[src/rtl/dss_pkg.sv]
// Shared types and constants for the descending selection sorter.
`timescale 1ns / 1ps

package dss_pkg;

    localparam int CAPACITY = 16;
    localparam int CNT_W    = $clog2(CAPACITY + 1);

    typedef struct packed {
        logic signed [31:0] sample_value;
        logic               is_last;
    } in_t;

    typedef struct packed {
        logic signed [31:0] sorted_value;
        logic               run_end;
        logic               overflowed;
    } out_t;

    typedef struct packed {
        logic insert;
        logic shift;
    } cell_ctrl_t;

endpackage

[src/rtl/dss_cell.sv]
// One cell of the sorting row: holds a value, inserts in order or shifts toward the head.
`timescale 1ns / 1ps

module dss_cell
    import dss_pkg::*;
(
    input  logic               aclk,
    input  cell_ctrl_t         ctrl,
    input  logic               valid,
    input  logic signed [31:0] new_val,
    input  logic               up_keep,
    input  logic signed [31:0] up_val,
    input  logic signed [31:0] down_val,
    output logic               keep,
    output logic signed [31:0] val
);

    logic signed [31:0] val_reg;
    logic signed [31:0] val_next;

    assign keep = valid && (val_reg >= new_val);
    assign val  = val_reg;

    always_comb begin
        val_next = val_reg;
        if (ctrl.insert) begin
            if (keep) begin
                val_next = val_reg;
            end else if (up_keep) begin
                val_next = new_val;
            end else begin
                val_next = up_val;
            end
        end else if (ctrl.shift) begin
            val_next = down_val;
        end
    end

    always_ff @(posedge aclk) begin
        val_reg <= val_next;
    end

endmodule

[src/rtl/descending_selection_sorter_core.sv]
// Top level of the descending sorter: a row of insertion cells and the drain control.
`timescale 1ns / 1ps

// Values enter one per cycle and are placed in order as they arrive, in a row
// of CAPACITY cells that compare against the incoming value in parallel and
// pass data to their neighbors. The transaction marked is_last closes the set;
// the row then shifts toward the head and gives one result per cycle, largest
// first, while the output side takes them. No input is taken while a set
// drains. Values beyond CAPACITY are dropped and flag the whole run.

module descending_selection_sorter_core
    import dss_pkg::*;
(
    input  logic aclk,
    input  logic aresetn,
    input  logic s_valid,
    output logic s_ready,
    input  in_t  s_data,
    output logic m_valid,
    input  logic m_ready,
    output out_t m_data
);

    typedef enum logic [1:0] {
        ST_LOAD  = 2'b01,
        ST_DRAIN = 2'b10
    } state_t;

    state_t           state_reg, state_next;
    logic [CNT_W-1:0] count_reg, count_next;
    logic             ovf_reg, ovf_next;
    logic             m_valid_reg, m_valid_next;
    out_t             m_data_reg, m_data_next;

    cell_ctrl_t         ctrl;
    logic               in_fire;
    logic               out_free;
    logic               full;
    logic signed [31:0] cell_val  [CAPACITY];
    logic               cell_keep [CAPACITY];

    assign s_ready  = (state_reg == ST_LOAD);
    assign in_fire  = s_valid && s_ready;
    assign out_free = !m_valid_reg || m_ready;
    assign full     = (count_reg == CNT_W'(CAPACITY));
    assign m_valid  = m_valid_reg;
    assign m_data   = m_data_reg;

    always_comb begin
        ctrl.insert = in_fire && !full;
        ctrl.shift  = (state_reg == ST_DRAIN) && out_free;
    end

    for (genvar i = 0; i < CAPACITY; i++) begin : g_cell
        logic               up_keep;
        logic signed [31:0] up_val;
        logic signed [31:0] down_val;

        if (i == 0) begin : g_head
            assign up_keep = 1'b1;
            assign up_val  = s_data.sample_value;
        end else begin : g_body
            assign up_keep = cell_keep[i-1];
            assign up_val  = cell_val[i-1];
        end

        if (i == CAPACITY - 1) begin : g_tail
            assign down_val = cell_val[i];
        end else begin : g_inner
            assign down_val = cell_val[i+1];
        end

        dss_cell u_cell (
            .aclk     (aclk),
            .ctrl     (ctrl),
            .valid    (CNT_W'(i) < count_reg),
            .new_val  (s_data.sample_value),
            .up_keep  (up_keep),
            .up_val   (up_val),
            .down_val (down_val),
            .keep     (cell_keep[i]),
            .val      (cell_val[i])
        );
    end

    always_comb begin
        state_next   = state_reg;
        count_next   = count_reg;
        ovf_next     = ovf_reg;
        m_valid_next = m_valid_reg;
        m_data_next  = m_data_reg;

        if (m_valid_reg && m_ready) begin
            m_valid_next = 1'b0;
        end

        unique case (state_reg)
            ST_LOAD: begin
                if (in_fire) begin
                    if (full) begin
                        ovf_next = 1'b1;
                    end else begin
                        count_next = count_reg + CNT_W'(1);
                    end
                    if (s_data.is_last) begin
                        state_next = ST_DRAIN;
                    end
                end
            end
            ST_DRAIN: begin
                if (out_free) begin
                    m_valid_next             = 1'b1;
                    m_data_next.sorted_value = cell_val[0];
                    m_data_next.run_end      = (count_reg == CNT_W'(1));
                    m_data_next.overflowed   = ovf_reg;
                    count_next               = count_reg - CNT_W'(1);
                    if (count_reg == CNT_W'(1)) begin
                        ovf_next   = 1'b0;
                        state_next = ST_LOAD;
                    end
                end
            end
            default: begin
                state_next = ST_LOAD;
            end
        endcase
    end

    always_ff @(posedge aclk) begin
        if (!aresetn) begin
            state_reg   <= ST_LOAD;
            count_reg   <= '0;
            ovf_reg     <= 1'b0;
            m_valid_reg <= 1'b0;
        end else begin
            state_reg   <= state_next;
            count_reg   <= count_next;
            ovf_reg     <= ovf_next;
            m_valid_reg <= m_valid_next;
        end
    end

    always_ff @(posedge aclk) begin
        m_data_reg <= m_data_next;
    end

endmodule
[config.mk]
export PLATFORM = sky130hd
export DESIGN_NAME = descending_selection_sorter_core
export DESIGN_NICKNAME = d
export VERILOG_FILES = /design/src/rtl/dss_pkg.sv /design/src/rtl/dss_cell.sv /design/src/rtl/descending_selection_sorter_core.sv
export SDC_FILE = /design/constraint.sdc
export NUM_CORES = 2
export LEC_CHECK = 0
export ABC_AREA = 1
export BUFFER_PORTS_ARGS = -buffer_cell sky130_fd_sc_hd__buf_2
export CAP_MARGIN = 25
export CORE_UTILIZATION = 45
export DETAILED_ROUTE_END_ITERATION = 16
export GPL_ROUTABILITY_DRIVEN = 0
export HOLD_SLACK_MARGIN = 0.08
export MAX_ROUTING_LAYER = met4
export PLACE_DENSITY = 0.71
export SYNTH_ARGS = -nofsm -noshare
export SYNTH_HDL_FRONTEND = slang
export SYNTH_SLANG_ARGS = --single-unit
[constraint.sdc]
create_clock -name aclk -period 9.6 [get_ports aclk]
set_input_delay 1.44 -clock aclk [delete_from_list [all_inputs] [get_ports aclk]]
set_output_delay 1.44 -clock aclk [all_outputs]
set_load 0.005 [all_outputs]
* After elaboration in Yosys (flattened, before gate mapping)
Cells that the tools add are included.
Storage, ports and cells: output and inout port bits 36, input bits 37, bits in registers 555
Operators by class: reductions and logical operators 45, order comparisons 32, bitwise operators 1, add/sub/neg operators 2, eq/ne operators 25, multiplexer cells 77
Operator list (number):
- two-way mux 32 bit | 60
- >= comparator 32 bit | 16
- < comparator 4 x 5 -> 1 bit, first input constant | 8
- != test 2 bit, second input constant | 17
- AND reduction 2 bit | 17
- logical AND 1 bit | 20
- < comparator 3 x 5 -> 1 bit, first input constant | 4
- two-way mux 5 bit | 3
- < comparator 1 x 5 -> 1 bit, first input constant | 2
- < comparator 2 x 5 -> 1 bit, first input constant | 2
- case mux 5 bit (2 select lines) | 1
- two-way mux 2 bit | 4
- != test 2 x 1 -> 1 bit, second input constant | 4
- AND reduction 4 bit | 2
- two-way mux 1 bit | 7
- adder 5 x 1 -> 5 bit, second input constant | 1
- equality test 5 x 1 -> 1 bit, second input constant | 1
- equality test 5 bit, second input constant | 1
- AND reduction 5 bit | 1
- subtractor 5 x 1 -> 5 bit, second input constant | 1
- case mux 2 bit (2 select lines) | 1
- nonzero test 2 bit | 2
- equality test 2 x 1 -> 1 bit, second input constant | 1
- equality test 2 bit, second input constant | 1
- 4 further kinds | 5

* Depth between registers and ports, before layout
word-level depth 5, gate-level depth with buffers 21, depth with buffers taken out 20

* Modules after synthesis
A second synthesis with hierarchy kept.
Unflattened totals: cells, all modules 5266, area, all modules 41563.6 µm²
Modules (own cells, without submodules):
- dss_cell | times used 16, area each 2484.9 µm², cells each 319
- descending_selection_sorter_core | times used 1, area each 1805.5 µm², cells each 162

* Least setup slack after synthesis
Ideal clock, no wire load.
path type input to register, start point in s_data[30] (netlist bit), end point reg g_cell[15].u_cell.val_reg[0] (enable), setup slack 4.781 ns, data arrival time 4.387 ns, library setup time 0.432 ns, stages on the path 11, path buffers 0, required time 9.168 ns, cells stage by stage inv_1 ha_1 a21oi_1 nor2_1 a211oi_1 o21ai_0 a21oi_1 nand2_1 nand2_1 nand3_1 a21oi_1
Between the ends: word-level cells in the longest chain between the ends 4
RTL lines:
- start: declaration | RTL line descending_selection_sorter_core.sv:18 | input in_t s_data,
- >= comparator 32 bit | RTL line dss_cell.sv:21 | assign keep = valid && (val_reg >= new_val);
- logical AND 1 bit | RTL line dss_cell.sv:21
- inverter 1 bit (no line)
- AND reduction 2 bit (no line)
- end signal: assignment | RTL line dss_cell.sv:40 | val_reg <= val_next;
- end: declaration | RTL line dss_cell.sv:18 | logic signed [31:0] val_reg;
No other way between the ends. A chain may end at the register's enable or synchronous reset.

* Final worst setup path
start point reg count_reg[0], end point reg g_cell[12].u_cell.val_reg[0] (enable)
Between the ends: word-level cells in the longest chain between the ends 5
RTL lines:
- start: declaration | RTL line descending_selection_sorter_core.sv:30 | logic [CNT_W-1:0] count_reg, count_next;
- start signal: assignment | RTL line descending_selection_sorter_core.sv:137 | count_reg <= count_next;
- parallel branches: the longest is 4 deep, another holds < comparator 4 x 5 -> 1 bit
- AND reduction 2 bit (no line) *
- end signal: assignment | RTL line dss_cell.sv:40
- end: declaration | RTL line dss_cell.sv:18
Every way passes the cells marked *.

==> impl_metrics.yaml <==
global_route:
  track_usage_pct: 25.6
  use_met3_pct: 2.73
  grtUsageMet2_pct: 41.9
  grtUsageMet1_pct: 31.8
  antenna_found_initial: 16
  grt_pass1_vias: 34000
  grt_max_degree: 195
  gr-total-overflow: 0
  top_usage_layer: "met2"
  grt_pass1_wl_mm: 185
yosys:
  synth-seq-cells: 555
  syn_area_um2: 41300
  synth_cell_types: 38
  synth_area_leaders: "edfxtp_1 (40%), nand2_1 (26%), ha_1 (16%)"
  syn_avg_cell_area_um2: 7.50
  yosysTopAreaCell: "edfxtp_1"
  syn_inst: 5515
  ys_seq_area_share_pct: 40.1
  synth_fp_nets: 6067
  yosysWarningCount: 0
  synth_top_area_share_pct: 39.7
routing:
  antenna_left: 0
  via_per_inst: 5.17
  drt_iter0_drc: 2885
  wirelength_mm: 117
  wl_per_cell_um: 17.4
  firstDrtPassIters: 6
  num_vias: 35000
  drc: 0
setup_path:
  cp-start-kind: "register"
  end_kind: "register"
  cp_max_fo: 110
  critPathKind: "register to register"
  worstPathRequired_ns: 9.91
  arrival_ns: 5.58
sta:
  hold_violations: 0
  grt_setup_unrepaired: "no"
  fin_crit_ns: 5.28
  finalSetupViolCount: 0
  clock.fmax_mhz: 189
  finClkSkew_ns: 0.0319
  worst_pin_slew_ns: 1.03
  slew_viol_final: 0
  period_share_pct: 55.0
  max_slew_margin_pct: 31.6
  tns_ns: 0
clocking:
  cts_setup_buffers: 0
  cts-root-buf: "clkbuf_16"
  cts_hold_buf: 0
  cts_tree: "done"
  cts_sinks: 555
  path_clk_slew_ns: 0.06
  cts_resized: 0
  insertion_delay_ns: 0.66
  htreeDepth: 2
  clockBufferDepth: 3
  cts_buffers: 61
die:
  rows: 110
  die-height_um: 305
  die_area_um2: 93100
  die_x_um: 305
  start_util_pct: 45.7
  ios: 73
  coreArea_um2: 90600
placement:
  dp_hpwl_mm: 86.7
  place.port_buffers: 72
power:
  internal_power_mw: 5.16
  p_sw_mw: 2.68
  combinationalPowerShare_pct: 26.7
  ir_drop_uv: 147
  p_leak_nw: 24.8
  power_density_nw_per_um2: 176
  total_power_mw: 7.84
  clockPowerShare_pct: 30.2
  seqPwrFrac_pct: 43.1
  switching_share_pct: 34.2
job:
  drv_cap: 0
layout:
  drive_above_1_share_pct: 5.88
  final_util_pct: 49.1
  largest_reg_flops: 512
  area_growth_pct: 7.65
  final_nets: 6075
min_path:
  worstHoldPathType: "register to register"
run_status:
  status: "finished, final reports clean"
[power by group through the flow]
stage | combinational, mW | clock [mW] | sequential [mW]
floorplan | 1.57 | 0 | 3.32
global placement | 1.99 | 0 | 3.41
detailed placement | 2.06 | 0 | 3.42
CTS | 2.08 | 2.40 | 3.37
global route | 2.40 | 2.48 | 3.41
finish | 2.09 | 2.37 | 3.38
[Yosys cell counts]
cell	n
o211ai_1	3
nor3_1	6
a21oi_1	235
buf_8	5
nand4_1	44
buf_1	2
a21o_1	16
nor2_1	145
nand2_4	9
o21ai_0	81
xor2_1	1
o21ai_1	3
buf_6	20
xnor2_1	1
nand2_1	2874
a211oi_1	2
nor4_2	4
nand2_2	72
inv_4	1
edfxtp_1	546
nand2_8	1
inv_2	6
clkbuf_1	41
nand3_2	3
nand3b_1	3
buf_4	30
o21a_1	30
nor4_1	1
nand3_1	82
a22o_1	1
o31ai_2	1
nor3b_2	3
inv_1	626
buf_2	86
nor2_2	6
dfxtp_1	9
a221oi_1	1
ha_1	515
[through the flow]
step	setup slack (ns)	hold WS, ns	std cells	area [µm²]
finish	4.32	0.430	6763	44500
global route	4.20	0.444	6763	44500
CTS	4.45	0.432	6751	44500
detailed placement	3.77	0.417	6636	42500
global placement	3.85	0.421	6636	42500
floorplan	4.78	0.402	5515	41300
[metal layers]
layer,routed length (µm),vias up
met5,0,-
met3,7320,246
met2,54600,1221
met1,50000,16000
li1,-,17500
met4,5510,0
[kinds of logic (layout without fill, tap and decap cells)]
| logic type | count (synthesis) | after routing | synth area share [%] |
|---|---|---|---|
| other | 0 | 12 | 0 |
| adders and majority gates | 515 | 515 | 15.6 |
| xor gates and xnor gates | 2 | 2 | 0.0424 |
| and+or+nand+nor | 3253 | 3253 | 31.0 |
| DFF | 555 | 555 | 40.1 |
| buffers and inverters | 817 | 877 | 8.46 |
| AOI/OAI and AO/OA | 373 | 373 | 4.86 |
[placed cells by master (no fill, tap or decap), drive strengths merged]
cell,count
nor3b,3
nor3,6
ha,515
o21ai,84
a211oi,2
clkinv,33
nor4,5
nand2,2956
inv,634
o21a,30
a21oi,235
clkinvlp,3
a221oi,1
a22o,1
dfxtp,9
nand4,44
nand3b,3
diode,12
o211ai,3
xnor2,1
nor2,151
a21o,16
xor2,1
buf,129
clkbuf,73
nand3,85
edfxtp,546
bufinv,5
o31ai,1
[area by class of cell]
type	count	area, µm²
Tap cell	1176	1470
Timing Repair Buffer	129	801
Multi-Input combinational cell	4143	21300
Clock inverter	42	329
Antenna cell	12	30.0
Inverter	633	2380
Sequential cell	555	16600
Clock buffer	73	1610
Fill cell	8755	46100
[critical path, stage by stage, from the launching register on]
cell and delay (ns):
dfxtp_1 0.52, inv_1 0.27, ha_1 0.30, nand2_1 0.09, nor2_2 0.05, inv_2 0.09, nand2_8 0.35, inv_4 0.58
buf_4 0.55, nand2_2 0.64, nand2_1 0.80, buf_4 0.44
[final timing paths]
kind	startpoint	endpoint	slack, ns	depth (start not counted)
worst min-delay path	ovf_reg$_SDFFE_PN0P_	m_data[0]$_DFFE_PP_	0.43	0
worst min register to register	ovf_reg$_SDFFE_PN0P_	m_data[0]$_DFFE_PP_	0.43	0
worst max-delay path	count_reg[0]$_SDFFE_PN0P_	g_cell[12].u_cell.val[0]$_DFFE_PP_	4.32	11
worst max register to register	count_reg[0]$_SDFFE_PN0P_	g_cell[12].u_cell.val[0]$_DFFE_PP_	4.32	11
Power figures use the tool's default switching activity.
